**src/design/pat_pkg.sv**
```systemverilog
// ----------------------------------------------------------------------------
// Periodic alarm table package
// Shared types, field widths and codes for the periodic alarm table.
// ----------------------------------------------------------------------------
package pat_pkg;

    localparam int NUM_SLOTS_DEF = 16;
    localparam int CMD_W         = 2;
    localparam int HANDLER_W     = 8;
    localparam int PERIOD_W      = 32;
    localparam int TICK_MS_W     = 16;
    localparam int STATUS_W      = 2;

    localparam logic [TICK_MS_W-1:0] TICK_MS_RESET = 16'd10;

    localparam logic [CMD_W-1:0] CMD_REGISTER = 2'd0;
    localparam logic [CMD_W-1:0] CMD_UNLINK   = 2'd1;
    localparam logic [CMD_W-1:0] CMD_TICK     = 2'd2;

    localparam logic KIND_FIRE   = 1'b0;
    localparam logic KIND_STATUS = 1'b1;

    localparam logic [STATUS_W-1:0] ST_DONE      = 2'd0;
    localparam logic [STATUS_W-1:0] ST_FULL      = 2'd1;
    localparam logic [STATUS_W-1:0] ST_NULL      = 2'd2;
    localparam logic [STATUS_W-1:0] ST_NOT_FOUND = 2'd3;

    typedef struct packed {
        logic [CMD_W-1:0]     cmd;
        logic [HANDLER_W-1:0] handler_id;
        logic [PERIOD_W-1:0]  interval_ms;
    } t_in_item;

    typedef struct packed {
        logic                 event_kind;
        logic [HANDLER_W-1:0] fired_handler;
        logic [STATUS_W-1:0]  status;
        logic                 last;
    } t_out_item;

    typedef struct packed {
        logic [HANDLER_W-1:0] handler;
        logic [PERIOD_W-1:0]  period;
        logic [PERIOD_W-1:0]  alarm;
    } t_slot;

endpackage

```
**src/design/pat_divider.sv**
```systemverilog
// ----------------------------------------------------------------------------
// Periodic alarm table period divider
// Restoring divider that yields one quotient bit per cycle. A zero divisor
// gives an all-ones quotient.
// ----------------------------------------------------------------------------
module pat_divider (
    input  logic                             i_clk,
    input  logic                             i_rst_n,
    input  logic                             i_start,
    input  logic [pat_pkg::PERIOD_W-1:0]     i_dividend,
    input  logic [pat_pkg::TICK_MS_W-1:0]    i_divisor,
    output logic                             o_busy,
    output logic [pat_pkg::PERIOD_W-1:0]     o_quotient
);

    localparam int QW = pat_pkg::PERIOD_W;
    localparam int DW = pat_pkg::TICK_MS_W;
    localparam int CNTW = $clog2(QW);

    logic            r_busy;
    logic [CNTW-1:0] r_cnt;
    logic [DW-1:0]   r_rem;
    logic [DW-1:0]   r_div;
    logic [QW-1:0]   r_quo;

    logic [DW:0]     w_shift;
    logic            w_bit;
    logic [DW:0]     w_diff;

    always_comb begin
        w_shift = {r_rem, r_quo[QW-1]};
        w_bit   = (w_shift >= {1'b0, r_div});
        w_diff  = w_shift - {1'b0, r_div};
    end

    always_ff @(posedge i_clk) begin
        if (!i_rst_n) begin
            r_busy <= 1'b0;
            r_cnt  <= '0;
        end else if (i_start) begin
            r_busy <= 1'b1;
            r_cnt  <= '0;
        end else if (r_busy) begin
            r_cnt <= r_cnt + 1'b1;
            if (r_cnt == CNTW'(QW - 1)) begin
                r_busy <= 1'b0;
            end
        end
    end

    always_ff @(posedge i_clk) begin
        if (i_start) begin
            r_rem <= '0;
            r_div <= i_divisor;
            r_quo <= i_dividend;
        end else if (r_busy) begin
            r_rem <= w_bit ? w_diff[DW-1:0] : w_shift[DW-1:0];
            r_quo <= {r_quo[QW-2:0], w_bit};
        end
    end

    assign o_busy     = r_busy;
    assign o_quotient = r_quo;

endmodule

```
**src/design/periodic_alarm_table_core.sv**
```systemverilog
// ----------------------------------------------------------------------------
// Periodic alarm table core
// A register command offers its result once its search of the used slots ends
// and, unless the table is full, the divider is done; the walk can outlast it.
// Unlink and tick commands walk the used slots, a read and an event state per
// slot; a register or unlink with a null handler skips the walk, and output
// stalls delay all of these. One item is in work at a time; the next is taken
// once the core is idle again. Reset clears the enables, the used count, the
// tick count and sets tick_ms to 10; the slot memory is not cleared.
// ----------------------------------------------------------------------------
module periodic_alarm_table_core #(
    parameter int NUM_SLOTS = pat_pkg::NUM_SLOTS_DEF
) (
    input  logic                          i_clk,
    input  logic                          i_rst_n,
    input  logic                          i_in_valid,
    output logic                          o_in_stall,
    input  pat_pkg::t_in_item             i_in_data,
    output logic                          o_out_valid,
    input  logic                          i_out_stall,
    output pat_pkg::t_out_item            o_out_data,
    input  logic                          i_cfg_we,
    input  logic [pat_pkg::TICK_MS_W-1:0] i_cfg_data
);

    localparam int IW = (NUM_SLOTS > 1) ? $clog2(NUM_SLOTS) : 1;
    localparam int CW = $clog2(NUM_SLOTS + 1);

    localparam logic [2:0] S_IDLE = 3'd0;
    localparam logic [2:0] S_RD   = 3'd1;
    localparam logic [2:0] S_EV   = 3'd2;
    localparam logic [2:0] S_DIVW = 3'd3;
    localparam logic [2:0] S_FIN  = 3'd4;

    logic [2:0]                          r_state, n_state;
    logic [pat_pkg::CMD_W-1:0]           r_cmd, n_cmd;
    logic [pat_pkg::HANDLER_W-1:0]       r_hid, n_hid;
    logic [CW-1:0]                       r_idx, n_idx;
    logic [CW-1:0]                       r_used, n_used;
    logic [NUM_SLOTS-1:0]                r_enabled, n_enabled;
    logic [pat_pkg::PERIOD_W-1:0]        r_count, n_count;
    logic [pat_pkg::TICK_MS_W-1:0]       r_tick_ms;
    logic [IW-1:0]                       r_target, n_target;
    logic                                r_append, n_append;
    logic                                r_pend_v, n_pend_v;
    logic [pat_pkg::HANDLER_W-1:0]       r_pend_h, n_pend_h;
    pat_pkg::t_out_item                  r_fin, n_fin;
    logic                                r_out_valid, n_out_valid;
    pat_pkg::t_out_item                  r_out_data, n_out_data;

    pat_pkg::t_slot                      r_mem [NUM_SLOTS];
    pat_pkg::t_slot                      r_rd;
    logic                                w_re;
    logic                                w_we;
    logic [IW-1:0]                       w_waddr;
    pat_pkg::t_slot                      w_wdata;

    logic                                w_accept;
    logic                                w_out_free;
    logic                                w_div_start;
    logic                                w_div_busy;
    logic [pat_pkg::PERIOD_W-1:0]        w_quotient;
    logic                                w_slot_en;

    assign w_accept   = i_in_valid && (r_state == S_IDLE);
    assign w_out_free = !r_out_valid || !i_out_stall;
    assign w_slot_en  = r_enabled[r_idx[IW-1:0]];

    pat_divider u_divider (
        .i_clk      (i_clk),
        .i_rst_n    (i_rst_n),
        .i_start    (w_div_start),
        .i_dividend (i_in_data.interval_ms),
        .i_divisor  (r_tick_ms),
        .o_busy     (w_div_busy),
        .o_quotient (w_quotient)
    );

    always_comb begin
        n_state     = r_state;
        n_cmd       = r_cmd;
        n_hid       = r_hid;
        n_idx       = r_idx;
        n_used      = r_used;
        n_enabled   = r_enabled;
        n_count     = r_count;
        n_target    = r_target;
        n_append    = r_append;
        n_pend_v    = r_pend_v;
        n_pend_h    = r_pend_h;
        n_fin       = r_fin;
        n_out_valid = r_out_valid && i_out_stall;
        n_out_data  = r_out_data;
        w_re        = 1'b0;
        w_we        = 1'b0;
        w_waddr     = r_idx[IW-1:0];
        w_wdata     = r_rd;
        w_div_start = 1'b0;

        unique case (r_state)
            S_IDLE: begin
                if (w_accept) begin
                    n_cmd    = i_in_data.cmd;
                    n_hid    = i_in_data.handler_id;
                    n_idx    = '0;
                    n_pend_v = 1'b0;
                    n_fin    = '{event_kind: pat_pkg::KIND_STATUS,
                                 fired_handler: i_in_data.handler_id,
                                 status: pat_pkg::ST_NULL, last: 1'b1};
                    priority if (i_in_data.cmd == pat_pkg::CMD_TICK) begin
                        n_count = r_count + 1'b1;
                        n_state = S_RD;
                    end else if (i_in_data.cmd == pat_pkg::CMD_REGISTER ||
                                 i_in_data.cmd == pat_pkg::CMD_UNLINK) begin
                        if (i_in_data.handler_id == '0) begin
                            n_state = S_FIN;
                        end else begin
                            w_div_start = (i_in_data.cmd == pat_pkg::CMD_REGISTER);
                            n_state     = S_RD;
                        end
                    end else begin
                        n_state = S_IDLE;
                    end
                end
            end
            S_RD: begin
                if (r_idx < r_used) begin
                    w_re    = 1'b1;
                    n_state = S_EV;
                end else begin
                    priority if (r_cmd == pat_pkg::CMD_REGISTER) begin
                        if (r_used >= CW'(NUM_SLOTS)) begin
                            n_fin.status = pat_pkg::ST_FULL;
                            n_state      = S_FIN;
                        end else begin
                            n_target = r_used[IW-1:0];
                            n_append = 1'b1;
                            n_state  = S_DIVW;
                        end
                    end else if (r_cmd == pat_pkg::CMD_UNLINK) begin
                        n_fin.status = pat_pkg::ST_NOT_FOUND;
                        n_state      = S_FIN;
                    end else begin
                        if (r_pend_v) begin
                            n_fin    = '{event_kind: pat_pkg::KIND_FIRE,
                                         fired_handler: r_pend_h,
                                         status: pat_pkg::ST_DONE, last: 1'b1};
                            n_pend_v = 1'b0;
                            n_state  = S_FIN;
                        end else begin
                            n_state = S_IDLE;
                        end
                    end
                end
            end
            S_EV: begin
                priority if (r_cmd == pat_pkg::CMD_REGISTER) begin
                    if (!w_slot_en || r_rd.handler == r_hid) begin
                        n_target = r_idx[IW-1:0];
                        n_append = 1'b0;
                        n_state  = S_DIVW;
                    end else begin
                        n_idx   = r_idx + 1'b1;
                        n_state = S_RD;
                    end
                end else if (r_cmd == pat_pkg::CMD_UNLINK) begin
                    if (r_rd.handler == r_hid) begin
                        n_enabled[r_idx[IW-1:0]] = 1'b0;
                        w_we          = 1'b1;
                        w_wdata.alarm = '0;
                        n_fin.status  = pat_pkg::ST_DONE;
                        n_state       = S_FIN;
                    end else begin
                        n_idx   = r_idx + 1'b1;
                        n_state = S_RD;
                    end
                end else begin
                    if (w_slot_en && (r_count > r_rd.alarm)) begin
                        if (!r_pend_v || w_out_free) begin
                            if (r_pend_v) begin
                                n_out_valid = 1'b1;
                                n_out_data  = '{event_kind: pat_pkg::KIND_FIRE,
                                                fired_handler: r_pend_h,
                                                status: pat_pkg::ST_DONE, last: 1'b0};
                            end
                            w_we          = 1'b1;
                            w_wdata.alarm = r_rd.alarm + r_rd.period;
                            n_pend_v      = 1'b1;
                            n_pend_h      = r_rd.handler;
                            n_idx         = r_idx + 1'b1;
                            n_state       = S_RD;
                        end
                    end else begin
                        n_idx   = r_idx + 1'b1;
                        n_state = S_RD;
                    end
                end
            end
            S_DIVW: begin
                if (!w_div_busy) begin
                    w_we      = 1'b1;
                    w_waddr   = r_target;
                    w_wdata   = '{handler: r_hid, period: w_quotient,
                                  alarm: r_count + w_quotient};
                    n_enabled[r_target] = 1'b1;
                    if (r_append) begin
                        n_used = r_used + 1'b1;
                    end
                    n_fin.status = pat_pkg::ST_DONE;
                    n_state      = S_FIN;
                end
            end
            S_FIN: begin
                if (w_out_free) begin
                    n_out_valid = 1'b1;
                    n_out_data  = r_fin;
                    n_state     = S_IDLE;
                end
            end
            default: begin
                n_state = S_IDLE;
            end
        endcase
    end

    always_ff @(posedge i_clk) begin
        if (!i_rst_n) begin
            r_state     <= S_IDLE;
            r_used      <= '0;
            r_enabled   <= '0;
            r_count     <= '0;
            r_pend_v    <= 1'b0;
            r_out_valid <= 1'b0;
            r_tick_ms   <= pat_pkg::TICK_MS_RESET;
        end else begin
            r_state     <= n_state;
            r_used      <= n_used;
            r_enabled   <= n_enabled;
            r_count     <= n_count;
            r_pend_v    <= n_pend_v;
            r_out_valid <= n_out_valid;
            if (i_cfg_we) begin
                r_tick_ms <= i_cfg_data;
            end
        end
    end

    always_ff @(posedge i_clk) begin
        r_cmd      <= n_cmd;
        r_hid      <= n_hid;
        r_idx      <= n_idx;
        r_target   <= n_target;
        r_append   <= n_append;
        r_pend_h   <= n_pend_h;
        r_fin      <= n_fin;
        r_out_data <= n_out_data;
    end

    always_ff @(posedge i_clk) begin
        if (w_we) begin
            r_mem[w_waddr] <= w_wdata;
        end
        if (w_re) begin
            r_rd <= r_mem[r_idx[IW-1:0]];
        end
    end

    assign o_in_stall  = (r_state != S_IDLE);
    assign o_out_valid = r_out_valid;
    assign o_out_data  = r_out_data;

    a_used_bound: assert property (@(posedge i_clk) disable iff (!i_rst_n)
        r_used <= CW'(NUM_SLOTS))
        else $error("Used slot count exceeds the table size.");

    a_enabled_in_range: assert property (@(posedge i_clk) disable iff (!i_rst_n)
        (r_enabled >> r_used) == '0)
        else $error("A slot beyond the used count is enabled.");

    a_div_owner: assert property (@(posedge i_clk) disable iff (!i_rst_n)
        w_div_busy |-> (r_cmd == pat_pkg::CMD_REGISTER) &&
                       (r_state == S_RD || r_state == S_EV || r_state == S_DIVW))
        else $error("Divider is busy outside a register command.");

    a_pend_in_tick: assert property (@(posedge i_clk) disable iff (!i_rst_n)
        r_pend_v |-> (r_cmd == pat_pkg::CMD_TICK) &&
                     (r_state == S_RD || r_state == S_EV))
        else $error("Pending fire result outside a tick walk.");

    a_used_step: assert property (@(posedge i_clk) disable iff (!i_rst_n)
        (r_used != $past(r_used)) |-> (r_used == $past(r_used) + 1'b1) &&
                                      ($past(r_state) == S_DIVW))
        else $error("Used slot count changed outside an append.");

endmodule
```
**config.mk**
```make
export PLATFORM = sky130hd
export DESIGN_NAME = periodic_alarm_table_core
export DESIGN_NICKNAME = d
export VERILOG_FILES = /design/src/design/pat_pkg.sv /design/src/design/pat_divider.sv /design/src/design/periodic_alarm_table_core.sv
export SDC_FILE = /design/constraint.sdc
export NUM_CORES = 2
export LEC_CHECK = 0
export BUFFER_PORTS_ARGS = -buffer_cell sky130_fd_sc_hd__buf_2
export CORE_MARGIN = 4
export CORE_UTILIZATION = 53
export CTS_CLUSTER_DIAMETER = 80
export CTS_CLUSTER_SIZE = 10
export DETAILED_ROUTE_END_ITERATION = 6
export GPL_TIMING_DRIVEN = 0
export PLACE_DENSITY = 0.78
export SLEW_MARGIN = 0
export SYNTH_ARGS = -nofsm -noshare
export SYNTH_HDL_FRONTEND = slang
export SYNTH_SLANG_ARGS = --single-unit
```
**constraint.sdc**
```tcl
create_clock -name i_clk -period 9.57 [get_ports i_clk]
set_clock_uncertainty 0.2 [all_clocks]
set_input_delay 1.914 -clock i_clk [delete_from_list [all_inputs] [get_ports i_clk]]
set_output_delay 1.914 -clock i_clk [all_outputs]
set_load 0.1 [all_outputs]
```
Word-level counts from Yosys, hierarchy flattened:

Memory sizes are Yosys's and may differ from the RTL's. A register that Yosys moved wholly into a read port is not among the register bits.
Cells that the tools add are included.

* memories kept: 1
* logic and storage cells: 241
* input port bits: 63
* RAM bits: 1152
* bits in registers: 196

* multiplexer cells: 121
* eq/ne operators: 32
* add/sub/neg operators: 7
* order comparisons: 8
* bitwise operators: 7
* reduce and logical (&&, ||, !) cells: 39

Memories
* r_mem: depth 16, width 72, rd ports 1, clocked after memory_dff 1, wr ports 1, line periodic_alarm_table_core.sv:51 `pat_pkg::t_slot r_mem [NUM_SLOTS];`

Operators by type and width (count)
* 2-to-1 mux 32 bit: 7
* 2-to-1 mux 12 bit: 9
* 2-to-1 mux 16 bit: 5
* 2-to-1 mux 72 bit: 1
* adder 32 bit: 2
* one-hot mux 32 bit (2 select lines): 1
* 2-to-1 mux 3 bit: 16
* 2-to-1 mux 1 bit: 42
* 2-to-1 mux 40 bit: 1
* inequality test 2 bit, second input constant: 18
* 2-to-1 mux 5 bit: 7
* adder 32 x 1 -> 32 bit, second input constant: 1
* greater-than comparator 32 bit: 1
* one-hot mux 16 bit (2 select lines): 1
* 2-to-1 mux 4 bit: 7
* one-hot mux 12 bit (2 select lines): 1
* 2-to-1 mux 9 bit: 2
* one-hot mux 9 bit (2 select lines): 1
* AND reduction 9 bit: 2
* greater-or-equal comparator 17 x 16 -> 1 bit: 1
* bitwise AND 16 bit: 1
* 2-to-1 mux 2 bit: 8
* NOT 16 bit: 1
* bitwise OR 16 bit: 1
* other kinds (41): 77

Depth between registers and ports, before layout:

* depth in word-level cells: 10
* mapped depth: 12

Cells and area by module:

A second synthesis with hierarchy kept.

* cell total of the unflattened synthesis: 3376
* area, all modules: 59691.0 sq um

Modules (own cells, without submodules)
* periodic_alarm_table_core: cells an instance 3044, seq. area each 39768.1 sq um, area each 55892.4 sq um, times used 1
* pat_divider: cells an instance 332, seq. area each 1881.8 sq um, area each 3798.6 sq um, times used 1

Worst setup path after synthesis:

Ideal clock, no wire load.

* path type: input-to-reg
* start point: input port i_out_stall
* end point: memory r_mem[0][0] (netlist bit) (enable)
* buffers on the path: 1
* stages on the path: 6
* data required time: 8868 ps
* path slack: 3088 ps
* arrival: 5780 ps
* cells stage by stage: nand3_1 -> and2_4 -> a21oi_2 -> buf_4 -> or2_1 -> nor2_1

* cells in the longest elaborated chain, start to end: 10

Ends and longest elaborated chain
* from (decl): line periodic_alarm_table_core.sv:20 `input logic i_out_stall,`
* logical NOT 1 bit: line periodic_alarm_table_core.sv:66 `assign w_out_free = !r_out_valid || !i_out_stall;`
* logical OR 1 bit: line periodic_alarm_table_core.sv:66
* logical OR 1 bit: line periodic_alarm_table_core.sv:179 `if (!r_pend_v || w_out_free) begin`
* 2-to-1 mux 1 bit: line periodic_alarm_table_core.sv:179
* 2-to-1 mux 1 bit: line periodic_alarm_table_core.sv:178 `if (w_slot_en && (r_count > r_rd.alarm)) begin`
* 2-to-1 mux 1 bit: line periodic_alarm_table_core.sv:166 `end else if (r_cmd == pat_pkg::CMD_UNLINK) begin`
* 2-to-1 mux 1 bit: line periodic_alarm_table_core.sv:157 `priority if (r_cmd == pat_pkg::CMD_REGISTER) begin`
* one-hot mux 1 bit (2 select lines): line periodic_alarm_table_core.sv:100 `unique case (r_state)`
* 2-to-1 mux 1 bit: line periodic_alarm_table_core.sv:260 `if (w_we) begin`
* 2-to-1 mux 1 bit (not written as such): line periodic_alarm_table_core.sv:261 `r_mem[w_waddr] <= w_wdata;`
* to (decl): line periodic_alarm_table_core.sv:51

No other way between the ends.

Worst setup path after layout:

* start point: register r_state[1]
* end point: memory r_mem[4][26] (netlist bit) (enable)

* cells in the longest elaborated chain, start to end: 4
* elaborated cells between the ends (all ways): 6
* those cells by class: eq/ne: 2; mux: 4

Ends and longest elaborated chain
* from (decl): line periodic_alarm_table_core.sv:35 `logic [2:0] r_state, n_state;`
* from (signal assigned): line periodic_alarm_table_core.sv:236 `r_state <= n_state;`
* == test 3 x 2 -> 1 bit: line periodic_alarm_table_core.sv:100
* one-hot mux 1 bit (2 select lines): line periodic_alarm_table_core.sv:100
* 2-to-1 mux 1 bit: line periodic_alarm_table_core.sv:260
* 2-to-1 mux 1 bit (not written as such): line periodic_alarm_table_core.sv:261

Several ways; a longest one is shown, not always the timed one.

==> flow_metrics.env <==
export IMPL_status="finished with violations"
export IMPL_violations="design-rule violations"
export IMPL_drc_errors=1
export IMPL_power_leakage_nw=22.39
export IMPL_power_switching_w=0.003582
export IMPL_relSlewSlack=0.07568
export IMPL_ctsHoldBuffers=0
export IMPL_cts_setup_buffers=0
export IMPL_ctsResizeCount=0
export IMPL_hold_depth=0
export IMPL_setup_worst_path_start_class="flop"
export IMPL_rsz0062_at_grt="no"
export IMPL_netlist_cell_type_count=82
export IMPL_antenna_left=0
export IMPL_hold_end="u_divider.r_div[14]"
export IMPL_synthTopCellsByArea="edfxtp_1 67%, mux4_2 14%, dfxtp_1 3.2%, ha_1 2.6%, nand2_1 1.5%"
export IMPL_finalCritPeriodShare=0.6136
export IMPL_r2r_end="r_mem[4][26]"
export IMPL_grt_overflow=0
export IMPL_portBuffers=75
export IMPL_die_area_um2=117700
export IMPL_fp_dieW_um=343.1
export IMPL_drv_slew=0
export IMPL_setup_violations=0
export IMPL_die_height_um=343.1
export IMPL_htree_levels=4
export IMPL_synth_async_sr_flop_share=0
export IMPL_yosysTopAreaCellShare=0.6677
export IMPL_grt_max_degree=34
export IMPL_hp_class="reg2reg"
export IMPL_reg2reg_from="r_state[1]"
export IMPL_synth_common_cells="1,323 x edfxtp_1, 364 x mux4_2, 245 x nand2_1, 150 x nor2_1, 123 x ha_1"
export IMPL_switching_share=0.2474
export IMPL_place_hpwl_um=104200
export IMPL_tns_ns=0
export IMPL_cpMaxStageDelayCell="nor2_4"
export IMPL_cp_required_ns=9.81
export IMPL_fin_area_um2=67570
export IMPL_pwr_share_comb=0.131
export IMPL_clk_pin_slew_ns=0.06
export IMPL_gp_congestion=0.9381
export IMPL_clockPowerShare=0.376
export IMPL_crit_chain="buf_2 -> inv_1 -> nor2_1 -> nand2_1 -> nor2_1 -> clkbuf_1 -> clkbuf_1 -> a21oi_1 -> nor2_4 -> buf_12 -> buf_12"
export IMPL_synth_area_um2=59500
export IMPL_cts_tree="built"
export IMPL_hold_start="r_tick_ms[14]"
export IMPL_syn_instance_count=3320
export IMPL_end_kind="flop"
export IMPL_syn_num_nets=3509
export IMPL_cp_max_fo=22
export IMPL_grt_pass1_vias=33480
export IMPL_synth_most_common_cell="edfxtp_1"
export IMPL_fmax_ghz=0.1703
export IMPL_placed_area_um2=63070
export IMPL_first_pass_iters=7
export IMPL_period_needed_ns=5.872
export IMPL_ys_warn_count=0
export IMPL_start_util=0.5355
export IMPL_critPathMaxStageDelay_ns=0.89
export IMPL_report_final_hold_viol_count=0
export IMPL_cts_sinks=1419
export IMPL_antenna_found_initial=5
export IMPL_wl_per_cell_um=31.56
export IMPL_finalWirelength_um=162900
export IMPL_power_density_nw_per_um2=214.3
export IMPL_ys_seq_area_frac=0.7000
export IMPL_power_internal_w=0.01089
export IMPL_r2r_setup_slack_ns=3.70
export IMPL_fillers=7836
export IMPL_row_count=122
export IMPL_num_vias=34060
export IMPL_worst_slew_pin_slew_ns=1.386
export IMPL_vias_per_cell=6.600
export IMPL_drive_gt1_frac=0.2183
export IMPL_root_buffer="clkbuf_16"
export IMPL_num_io_pins=77
export IMPL_track_usage=0.2792
export IMPL_synth_edf_count=1323
export IMPL_ys_flop_type="edfxtp_1"
export IMPL_synth_seq_cells=1419
export IMPL_reg2regPathDepth=11
export IMPL_worstPathArrival_ns=6.11
export IMPL_irDropWorstVdd_mv=0.2252
export IMPL_fin_nets=3810
export IMPL_yosys_area_top_type="edfxtp_1"
export IMPL_coreArea_um2=111100
export IMPL_area_growth_syn_to_layout_pct=13.55
export IMPL_seqPwrFrac=0.492
export IMPL_cts_buffers=160
export IMPL_syn_area_per_cell_um2=17.92
export IMPL_grt_pass1_wl_um=234600
export IMPL_clock_latency_ns=0.78
export IMPL_worstSetupPathType="reg2reg"
export IMPL_maxCapViolCount=0
export IMPL_drtIter0Drc=5267
export IMPL_cts_buffer_depth=3
power groups by stage:
stage	Clock, W	Sequential, W	Combinational (W)
6_report	0.00545	0.00712	0.00190
2_1_floorplan	0	0.00720	0.00131
3_5_place_dp	0	0.00724	0.00186
4_1_cts	0.00550	0.00712	0.00190
3_3_place_gp	0	0.00725	0.00180
5_1_grt	0.00576	0.00713	0.00204
critical path: cells and delay by family (launching register included):
| family | cells | cell delay [ns] |
|---|---|---|
| simple gates | 4 | 2.09 |
| compound gates | 1 | 0.46 |
| buf+inv | 6 | 2.37 |
| flops | 1 | 0.37 |
through the flow:
| step | instances | util | worst slack [ns] | hold WS (ns) | power [W] |
|---|---|---|---|---|---|
| 6_report | 5160 | 0.6080 | 3.698 | 0.2185 | 0.01448 |
| 5_1_grt | 5152 | 0.6078 | 3.669 | 0.2332 | 0.01493 |
| 4_1_cts | 5151 | 0.6077 | 3.928 | 0.2235 | 0.01452 |
| 3_5_place_dp | 4946 | 0.5675 | 4.028 | 0.2147 | 0.009106 |
| 3_3_place_gp | 4883 | 0.5556 | -1.909 | 0.2120 | 0.009052 |
| 2_1_floorplan | 3320 | - | 3.088 | 0.2076 | 0.008509 |
how the worst max path moves through the flow:
stage / startpoint / end / slack, ns / depth (start not counted)
floorplan: i_out_stall / r_mem[0][0] / 3.09 / 6
global placement: r_state[1] / r_mem[12][42] / -1.91 / 9
detailed placement: r_state[1] / r_mem[4][41] / 4.03 / 11
CTS: r_state[1] / r_mem[4][33] / 3.93 / 11
global route: r_state[1] / r_mem[4][33] / 3.67 / 11
finish: r_state[1] / r_mem[4][26] / 3.70 / 11
registers in the layout, indices dropped and copies added, names as in the netlist, 2 cells and up:
register	flops
r_mem	1152
r_rd	72
r_count	32
u_divider.o_quotient	32
r_enabled	16
r_tick_ms	16
u_divider.r_div	16
u_divider.r_rem	16
o_out_data	12
r_fin	11
r_hid	8
r_pend_h	8
r_idx	5
r_used	5
u_divider.r_cnt	5
r_target	4
r_state	3
r_cmd	2
logic make-up (layout without fill, tap and decap cells):
family / after synthesis / count (layout) / synth area share
flops: 1419 / 1419 / 0.7000
simple gates: 601 / 601 / 0.04670
mux: 444 / 444 / 0.1521
compound gates: 386 / 386 / 0.04300
buf+inv: 238 / 582 / 0.01577
fa+ha+maj: 126 / 126 / 0.02687
xor+xnor: 106 / 106 / 0.01560
other cells: 0 / 8 / 0
layout make-up:
cell class	count	area, um2	share of cell area
Sequential cell	1419	41650	0.6164
Multi-Input combinational cell	1663	17060	0.2525
Clock buffer	191	4184	0.06192
Tap cell	1488	1862	0.02755
Timing Repair Buffer	139	1570	0.02324
Buffer	144	588.1	0.008703
Inverter	94	352.8	0.005222
Clock inverter	14	280.3	0.004148
Antenna cell	8	20.02	0.0002963
layer usage:
layer	up-vias	track usage	routed length, um
met2	2399	0.4265	75500
met4	6	0.1015	5943
li1	13870	-	-
met1	17420	0.3969	61540
met5	-	0	45
met3	362	0.06766	19830
cells in the final DEF, fill, tap and decap left out, drive strengths merged, types with 33 or more instances in the layout:
cell	instances
mux4	364
mux2i	39
clkbuf	288
nor3	33
o21ai	82
a21o	43
nor2	150
buf	186
nand2	247
xnor2	49
edfxtp	1323
dfxtp	96
xor2	57
mux2	41
a21oi	113
nand3	39
inv	99
ha	123
Power figures use the tool's default switching activity.
